<file path="src/rtl/kms_pkg.sv">
package kms_pkg;

    localparam int SIGNATURE_COUNT_DEF = 66;
    localparam int KMER_W = 32;
    localparam int CFG_IDX_W = 1;
    localparam int PAIR_W = 6;
    localparam logic [31:0] MULT_STEP = 32'd9699690;
    localparam logic [31:0] KMER_MASK_RST = 32'h00FF_FFFF;

    localparam logic CFG_PROTEIN_MODE = 1'b0;
    localparam logic CFG_KMER_MASK = 1'b1;

    localparam logic OP_RESIDUE = 1'b0;
    localparam logic OP_END_READ = 1'b1;

    typedef enum logic [1:0] {
        ST_IDLE,
        ST_UPDATE,
        ST_EMIT
    } state_t;

    // Bit 4 marks a valid table entry; bits 3:0 carry the residue code.
    function automatic logic [4:0] residue_lookup(input logic protein, input logic [7:0] sym);
        logic [7:0] lc;
        logic [4:0] r;
        begin
            lc = sym;
            r = 5'd0;
            if (sym >= 8'h41 && sym <= 8'h5A)
            begin
                lc = sym + 8'h20;
            end
            if (!protein)
            begin
                case (lc)
                    8'h61: r = 5'h10;
                    8'h63: r = 5'h11;
                    8'h67: r = 5'h12;
                    8'h74, 8'h75: r = 5'h13;
                    default: r = 5'h00;
                endcase
            end
            else
            begin
                case (lc)
                    8'h61, 8'h73, 8'h74: r = 5'h10;
                    8'h63: r = 5'h11;
                    8'h64, 8'h6E: r = 5'h12;
                    8'h65, 8'h71: r = 5'h13;
                    8'h66, 8'h79: r = 5'h14;
                    8'h67: r = 5'h15;
                    8'h68: r = 5'h16;
                    8'h69, 8'h76: r = 5'h17;
                    8'h6B, 8'h72: r = 5'h18;
                    8'h6C, 8'h6D: r = 5'h19;
                    8'h6F: r = 5'h1A;
                    8'h70: r = 5'h1B;
                    8'h75: r = 5'h1C;
                    8'h77: r = 5'h1D;
                    default: r = 5'h00;
                endcase
            end
            return r;
        end
    endfunction

    function automatic logic [31:0] mult_a(input int j);
        logic [31:0] a;
        begin
            a = 32'd1 + 32'(j) * MULT_STEP;
            return a;
        end
    endfunction

    // Newton iteration for the inverse of an odd number modulo 2^32.
    function automatic logic [31:0] mult_inv(input int j);
        logic [31:0] a;
        logic [31:0] x;
        begin
            a = mult_a(j);
            x = a;
            for (int k = 0; k < 5; k++)
            begin
                x = x * (32'd2 - a * x);
            end
            return x;
        end
    endfunction

endpackage

</file>
<file path="src/rtl/kms_cell.sv">
module kms_cell #(
    parameter logic [31:0] MULT_A = 32'd1,
    parameter logic [31:0] MULT_INV = 32'd1
) (
    input  logic                      clk,
    input  logic                      rst_n,
    input  logic                      upd,
    input  logic                      clr,
    input  logic                      shift,
    input  logic [kms_pkg::KMER_W-1:0] kmer,
    input  logic [kms_pkg::KMER_W-1:0] kmer_mask,
    input  logic [kms_pkg::KMER_W-1:0] shift_in,
    output logic [kms_pkg::KMER_W-1:0] best_kmer
);
    import kms_pkg::*;

    logic [KMER_W-1:0] rank_reg;
    logic [KMER_W-1:0] best_rank_reg;
    logic [KMER_W-1:0] best_kmer_reg;
    logic [KMER_W-1:0] rank;

    // Multiply in the pipe cycle; the compare uses the registered product.
    assign rank = (MULT_INV * (kmer - MULT_A)) & kmer_mask;

    always_ff @(posedge clk or negedge rst_n)
    begin
        if (!rst_n)
        begin
            best_rank_reg <= '1;
            best_kmer_reg <= '0;
            rank_reg      <= '1;
        end
        else
        begin
            rank_reg <= rank;
            if (clr)
            begin
                best_rank_reg <= '1;
                best_kmer_reg <= '0;
            end
            else if (shift)
            begin
                best_kmer_reg <= shift_in;
            end
            else if (upd && rank_reg < best_rank_reg)
            begin
                best_rank_reg <= rank_reg;
                best_kmer_reg <= kmer;
            end
        end
    end

    assign best_kmer = best_kmer_reg;

endmodule

</file>
<file path="config.mk">
export PLATFORM = sky130hd
export DESIGN_NAME = kms_cell
export DESIGN_NICKNAME = d
export VERILOG_FILES = /design/src/rtl/kms_pkg.sv /design/src/rtl/kms_cell.sv
export SDC_FILE = /design/constraint.sdc
export NUM_CORES = 1
export LEC_CHECK = 0
export BUFFER_PORTS_ARGS = -buffer_cell sky130_fd_sc_hd__buf_2
export CAP_MARGIN = 20
export CORE_MARGIN = 5
export CORE_UTILIZATION = 59
export DETAILED_ROUTE_END_ITERATION = 10
export GPL_TIMING_DRIVEN = 0
export HOLD_SLACK_MARGIN = 0.15
export PLACE_DENSITY = 0.86
export SYNTH_ARGS = -nofsm -noshare
export SYNTH_HDL_FRONTEND = slang
export SYNTH_SLANG_ARGS = --single-unit
</file>
<file path="constraint.sdc">
create_clock -name clk -period 4.5 [get_ports clk]
set_input_delay 0.225 -clock clk [delete_from_list [all_inputs] [get_ports clk]]
set_output_delay 0.225 -clock clk [all_outputs]
set_load 0.02 [all_outputs]
</file>
==> metrics.md, run 1 <==
| Metric | Value |
|---|---|
| # IOs | `133` |
| Hold Path Class | `in2reg` |
| Vias in the first global route | `5655` |
| Number of synthesized flops with an enable pin | `0` |
| Skew-Pair Late Insertion Delay | `0.37 ns` |
| Worst setup path class | `reg2reg` |
| CP arrival | `3.99 ns` |
| Synth area leader | `dfstp_2` |
| Hold Slack | `0.1668 ns` |
| Hold Vio Cnt, Final | `0` |
| Finished Layout Cells | `939` |
| Worst-path clk slew | `0.10 ns` |
| Leakage power | `3.631 nW` |
| Least-Margin Pin Slew | `0.9537 ns` |
| Part of the power in registers | `50.1%` |
| Top-area cell type share of the netlist area | `29.27%` |
| Top FF cell, synth | `dfstp_2` |
| Clock root cell | `clkbuf_8` |
| Final setup TNS | `0 ns` |
| Sw power | `602.0 uW` |
| Register Area | `0.002482 mm^2` |
| Crit end category | `flop` |
| GRT overflow | `0` |
| Die Width | `108.7 um` |
| Core box area | `0.009639 mm^2` |
| Int Power | `1.375 mW` |
| Most common cell in the netlist | `nor2_1` |
| Number of setup buffers added after CTS | `0` |
| Vias post-DR | `5583` |
| Initial antenna violation count | `2` |
| Placed Instances | `876` |
| Fin crit period | `3.731 ns` |
| Sink Count | `96` |
| Post-synthesis register bit count | `96` |
| Synth top cells by count | `nor2_1 (109), inv_1 (65), dfstp_2 (64)` |
| Hold_buf cts | `41` |
| DRC | `0` |
| Multi-input gate area | `0.002860 mm^2` |
| First-pass GRT wire length | `28210 um` |
| Worst vdd ir | `0.2172 mV` |
| Final Cycle Share | `82.91%` |
| Chip Height | `108.7 um` |
| Logic gate share of total power | `21.5%` |
| Routed len/inst | `19.16 um` |
| Clk network pwr share | `28.3%` |
| Final Setup Violations | `0` |
| Power Density | `274.0 mW/mm^2` |
| Vias per cell | `5.946` |
| Clock Skews | `0.007944 ns` |
| Num rows | `36` |
| Synth area leaders | `dfstp_2 (29%), dfrtp_1 (14%), nor2_1 (7.1%)` |
| Final Max Slew Viols | `0` |
| RSZ-0062 raised after global routing | `no` |
| HPWL after DPL | `11970 um` |
| Layout area overhead | `25.57%` |
| Die area | `0.01181 mm^2` |
| Fmax | `268.0 MHz` |
| Clk buf depth | `2` |
| Cells resized by post-CTS repair | `0` |
| H-tree depth | `3` |
| All-Layer GR Usage | `30.78%` |
| Starting Density | `59.61%` |
| Post-Syn Area | `0.005746 mm^2` |
| Post-synth cell types | `47` |
| Ys async rst share | `100.0%` |
| Final nets | `928` |
| Worst-path maximum fanout | `10` |
| Post-Route WL | `17990 um` |
| Max_cap viols | `0` |
| GP Congestion | `0.9678` |
| Net Sw Frac | `30.45%` |
| Synth warn | `0` |
| Initial drt markers | `410` |
| Relative slew slack | `35.93%` |
| Seq/Total Area, Yosys | `43.21%` |
| # fillers | `631` |
| Syn Inst Count | `611` |
| CP required | `4.76 ns` |
| Num CTS Buffers | `9` |
| Port bufs | `130` |
| Layout cells sized above 1 | `27.78%` |
| Mean area per synthesized cell | `9.403 um^2` |
| Status | `finished clean` |
| Router iterations before antenna repair | `5` |
| Startpoint Class | `flop` |
| CTS tree | `done` |
| Routed Antenna Nets | `0` |
| Syn nets | `744` |
| Pin count of the biggest net entering global routing | `67` |
path summary, 6_finish.rpt:
kind | startpoint | to | slack [ns] | depth (start not counted)
worst max-delay path | best_rank_reg[25] | best_rank_reg[17] | 0.77 | 9
worst min-delay path | shift_in[4] | best_kmer[4] | 0.17 | 4
worst max register to register | best_rank_reg[25] | best_rank_reg[17] | 0.77 | 9
worst min register to register | best_rank_reg[7] | best_rank_reg[7] | 0.52 | 2
max in group asynchronous | rst_n | best_rank_reg[20] | 3.45 | 3
min in group asynchronous | rst_n | best_kmer[17] | 0.34 | 2
layout by cell type (no fill, tap or decap), types with 4 or more instances in the layout:
cell,Yosys,routed
nand3_1,5,5
buf_2,4,134
inv_1,65,65
nor2b_1,7,7
xor2_1,16,16
a2111oi_0,32,32
a21oi_1,8,8
dfrtp_1,32,32
a211oi_1,35,35
nand4_1,5,5
nand2_1,11,11
or3_1,4,4
nor4_1,4,4
nor2_1,109,109
and2_1,20,20
clkbuf_1,32,32
mux2i_1,32,32
xnor2_1,8,8
dlygate4sd3_1,0,41
dfstp_2,64,64
ha_1,32,32
o21ai_0,5,5
clkbuf_8,0,10
a21o_1,38,38
nor3_1,8,8
diode_2,0,7
critical path, stage by stage (launching register included):
cell	delay [ns]
dfstp_2	0.54
inv_1	0.04
ha_1	0.28
a21o_1	0.17
a221o_1	0.33
a221oi_1	0.32
o21ai_1	0.30
a211oi_1	0.79
buf_2	0.45
mux2i_1	0.39
cell type report:
class                           instances  share of cell area [%]
Clock inverter                          4                  0.3642
Multi-Input combinational cell        411                   39.65
Antenna cell                            7                  0.2428
Inverter                               65                   3.382
Timing Repair Buffer                  173                   15.19
Tap cell                              133                   2.307
Sequential cell                        96                   34.41
Clock buffer                           11                   2.255
Buffer                                 39                   2.203
power groups by stage:
stage | combinational, mW | sequential [mW] | clock (mW)
finish | 0.426 | 0.991 | 0.559
global route | 0.465 | 0.999 | 0.596
CTS | 0.411 | 0.988 | 0.556
detailed placement | 0.379 | 1.00 | 0
global placement | 0.357 | 0.998 | 0
floorplan | 0.191 | 1.02 | 0
logic make-up (layout without fill, tap and decap cells):
group	Yosys count	after routing	share of synthesized area, %
simple gates	190	190	15.98
compound gates	133	133	17.60
mux	32	32	5.575
flops	96	96	43.21
buf+inv	104	292	7.012
xor+xnor	24	24	3.659
fa+ha+maj	32	32	6.969
other cells	0	7	0
per-layer routing:
metal	vias up	GRT usage, %	share of wire [%]
met2	320	51.32	50
met5	-	0	0
li1	2505	-	-
met1	2652	37.18	38
met4	0	17.85	5.5
met3	106	5.980	7.1
through the flow:
stage / power [mW] / instance area (um^2) / worst slack, ns / utilization [%]
2_1_floorplan: 1.213 / 5746 / 1.667 / -
3_3_place_gp: 1.355 / 6563 / 1.039 / 68.08
3_5_place_dp: 1.380 / 6598 / 0.9582 / 68.45
4_1_cts: 1.954 / 7197 / 0.9396 / 74.66
5_1_grt: 2.060 / 7204 / 0.6673 / 74.74
6_report: 1.977 / 7214 / 0.7690 / 74.84
Power figures use the tool's default switching activity.
==> run 2, diff against run 1 <==
Settings changed: CORE_UTILIZATION 59 to 55, PLACE_DENSITY 0.86 to 0.81.
Clock period 4.5 ns to 3.72 ns, I/O delays scaled along.
==> run 2 against run 1 <==
  * Critical path type unchanged
  * Register-to-register slack got worse by 0.67 ns
  * Largest cell class unchanged
  * Highest routed layer unchanged
  * Worst setup slack got worse by 0.67 ns
  * Clock skew increased by 0.0034 ns
==> metrics.md, run 2 (same netlist as run 1, synthesis figures left out) <==
| Metric | Value |
|---|---|
| Routed Antenna Nets | `0 (unchanged)` |
| Initial antenna violation count | `1 (was 2)` |
| CTS tree | `done (unchanged)` |
| Die area | `0.01259 mm^2 (was 0.01181 mm^2)` |
| CP required | `4.01 ns (was 4.76 ns)` |
| Pin count of the biggest net entering global routing | `69 (was 67)` |
| Router iterations before antenna repair | `7 (was 5)` |
| First-pass GRT wire length | `29890 um (was 28210 um)` |
| Clock root cell | `clkbuf_8 (unchanged)` |
| Core box area | `0.01028 mm^2 (was 0.009639 mm^2)` |
| Clk network pwr share | `28.0% (was 28.3%)` |
| R2R setup slack | `0.1 ns (was 0.77 ns)` |
| Commonest non-fill, non-tap cells in the layout | `buf_2 (134), nor2_1 (109), dlygate4sd3_1 (82) (was buf_2 (134), nor2_1 (109), inv_1 (65))` |
| Logic gate share of total power | `22.7% (was 21.5%)` |
| GP Congestion | `0.9261 (was 0.9678)` |
| Crit end category | `flop (unchanged)` |
| Post-Route WL | `18410 um (was 17990 um)` |
| Clock Skews | `0.01130 ns (was 0.007944 ns)` |
| H-tree depth | `3 (unchanged)` |
| Int Power | `1.677 mW (was 1.375 mW)` |
| Worst-path maximum fanout | `10 (unchanged)` |
| Power Density | `318.7 mW/mm^2 (was 274.0 mW/mm^2)` |
| Pre-CTS WS | `0.1673 ns (was 0.9582 ns)` |
| Part of the power in registers | `49.4% (was 50.1%)` |
| Placed Instances | `879 (was 876)` |
| Commonest non-fill, non-tap cell in the layout | `buf_2 (unchanged)` |
| Starting Density | `55.90% (was 59.61%)` |
| HPWL after DPL | `11620 um (was 11970 um)` |
| Startpoint Class | `flop (unchanged)` |
| Least-Margin Pin Slew | `1.039 ns (was 0.9537 ns)` |
| Final nets | `969 (was 928)` |
| Vias in the first global route | `6046 (was 5655)` |
| Routed len/inst | `18.83 um (was 19.16 um)` |
| Worst-path clk slew | `0.10 ns (about the same)` |
| Status | `finished clean (unchanged)` |
| Net Sw Frac | `30.90% (was 30.45%)` |
| Relative slew slack | `30.19% (was 35.93%)` |
| Finished Layout Cells | `978 (was 939)` |
| Sink Count | `96 (unchanged)` |
| # IOs | `133 (unchanged)` |
| Chip Height | `112.2 um (was 108.7 um)` |
| RSZ-0062 raised after global routing | `no (unchanged)` |
| Max_cap viols | `0 (unchanged)` |
| Initial drt markers | `420 (was 410)` |
| Layout cells sized above 1 | `26.52% (was 27.78%)` |
| Hold Slack | `0.1598 ns (was 0.1668 ns)` |
| Hold Vio Cnt, Final | `0 (unchanged)` |
| Worst vdd ir | `0.1763 mV (was 0.2172 mV)` |
| # fillers | `653 (was 631)` |
| Multi-input gate area | `0.002860 mm^2 (unchanged)` |
| Final setup TNS | `0 ns (unchanged)` |
| Layout area overhead | `32.51% (was 25.57%)` |
| Num CTS Buffers | `9 (unchanged)` |
| Hold Path Class | `in2reg (unchanged)` |
| Worst setup path class | `reg2reg (unchanged)` |
| Register Area | `0.002482 mm^2 (unchanged)` |
| Final Cycle Share | `97.39% (was 82.91%)` |
| Die Width | `112.2 um (was 108.7 um)` |
| Fmax | `276.0 MHz (was 268.0 MHz)` |
| GRT overflow | `0 (unchanged)` |
| CP arrival | `3.92 ns (was 3.99 ns)` |
| DRC | `0 (unchanged)` |
| Final Setup Violations | `0 (unchanged)` |
| Port bufs | `130 (unchanged)` |
| Num rows | `37 (was 36)` |
| All-Layer GR Usage | `29.73% (was 30.78%)` |
| Sw power | `749.9 uW (was 602.0 uW)` |
| Setup ws final | `0.09710 ns (was 0.7690 ns)` |
| Leakage power | `3.813 nW (was 3.631 nW)` |
| Number of setup buffers added after CTS | `0 (unchanged)` |
| Cells resized by post-CTS repair | `0 (unchanged)` |
| Vias per cell | `5.847 (was 5.946)` |
| Fin crit period | `3.623 ns (was 3.731 ns)` |
| Clk buf depth | `2 (unchanged)` |
| Vias post-DR | `5718 (was 5583)` |
| Final Max Slew Viols | `0 (unchanged)` |
| Skew-Pair Late Insertion Delay | `0.38 ns (was 0.37 ns)` |
## run 2: final cells by class
cell class | instances | area share, %
antenna | 1 | 0.03287
buffer | 39 | 2.087
clock buffer | 10 | 1.956
clock inverter | 6 | 0.5259
inverter | 65 | 3.205
multi-input combinational | 411 | 37.57
sequential | 96 | 32.60
tap | 136 | 2.235
timing repair buffer | 214 | 19.79
## run 2: critical path, stage by stage (launching register included)
cell and delay [ns]:
dfstp_2 0.54, inv_1 0.05, ha_1 0.29, and2_0 0.17, a221o_1 0.29, a221oi_1 0.34
o21ai_1 0.33, a211oi_1 0.79, buf_2 0.45, mux2i_1 0.30
## run 2: timing repair
action                                  CTS  global route
endpoints found under the setup margin    0             0
hold buffers                             82             0
endpoints found under the hold margin   122             0
## run 2: final timing paths
| check | startpoint | endpoint | depth (start not counted) |
|---|---|---|---|
| max | best_rank_reg[27] | best_rank_reg[18] | 9 |
| min | kmer[11] | rank_reg[11] | 3 |
| max reg2reg | best_rank_reg[27] | best_rank_reg[18] | 9 |
| min reg2reg | best_rank_reg[9] | best_rank_reg[9] | 2 |
| max in group asynchronous | rst_n | best_rank_reg[8] | 3 |
| min in group asynchronous | rst_n | best_kmer[26] | 2 |
## run 2: per-layer routing
layer	routed length (um)	track usage (%)	up-vias
met3	1243	5.822	104
met1	7061	34.21	2724
met5	0	0	-
li1	-	-	2573
met2	9050	50.66	317
met4	1057	18.75	0
## run 2: power groups by stage
| stage | Combinational, mW | Sequential [mW] | Clock, mW |
|---|---|---|---|
| after floorplan | 0.231 | 1.24 | 0 |
| after global placement | 0.433 | 1.21 | 0 |
| after detailed placement | 0.456 | 1.21 | 0 |
| after CTS | 0.527 | 1.19 | 0.677 |
| after global routing | 0.601 | 1.21 | 0.732 |
| final | 0.550 | 1.20 | 0.679 |
## run 2: through the flow
step,area [um^2],util (%),total power [mW]
6_report,7614,74.08,2.426
5_1_grt,7614,74.08,2.539
4_1_cts,7611,74.06,2.398
3_5_place_dp,6601,64.23,1.666
3_3_place_gp,6566,63.89,1.641
2_1_floorplan,5746,-,1.467
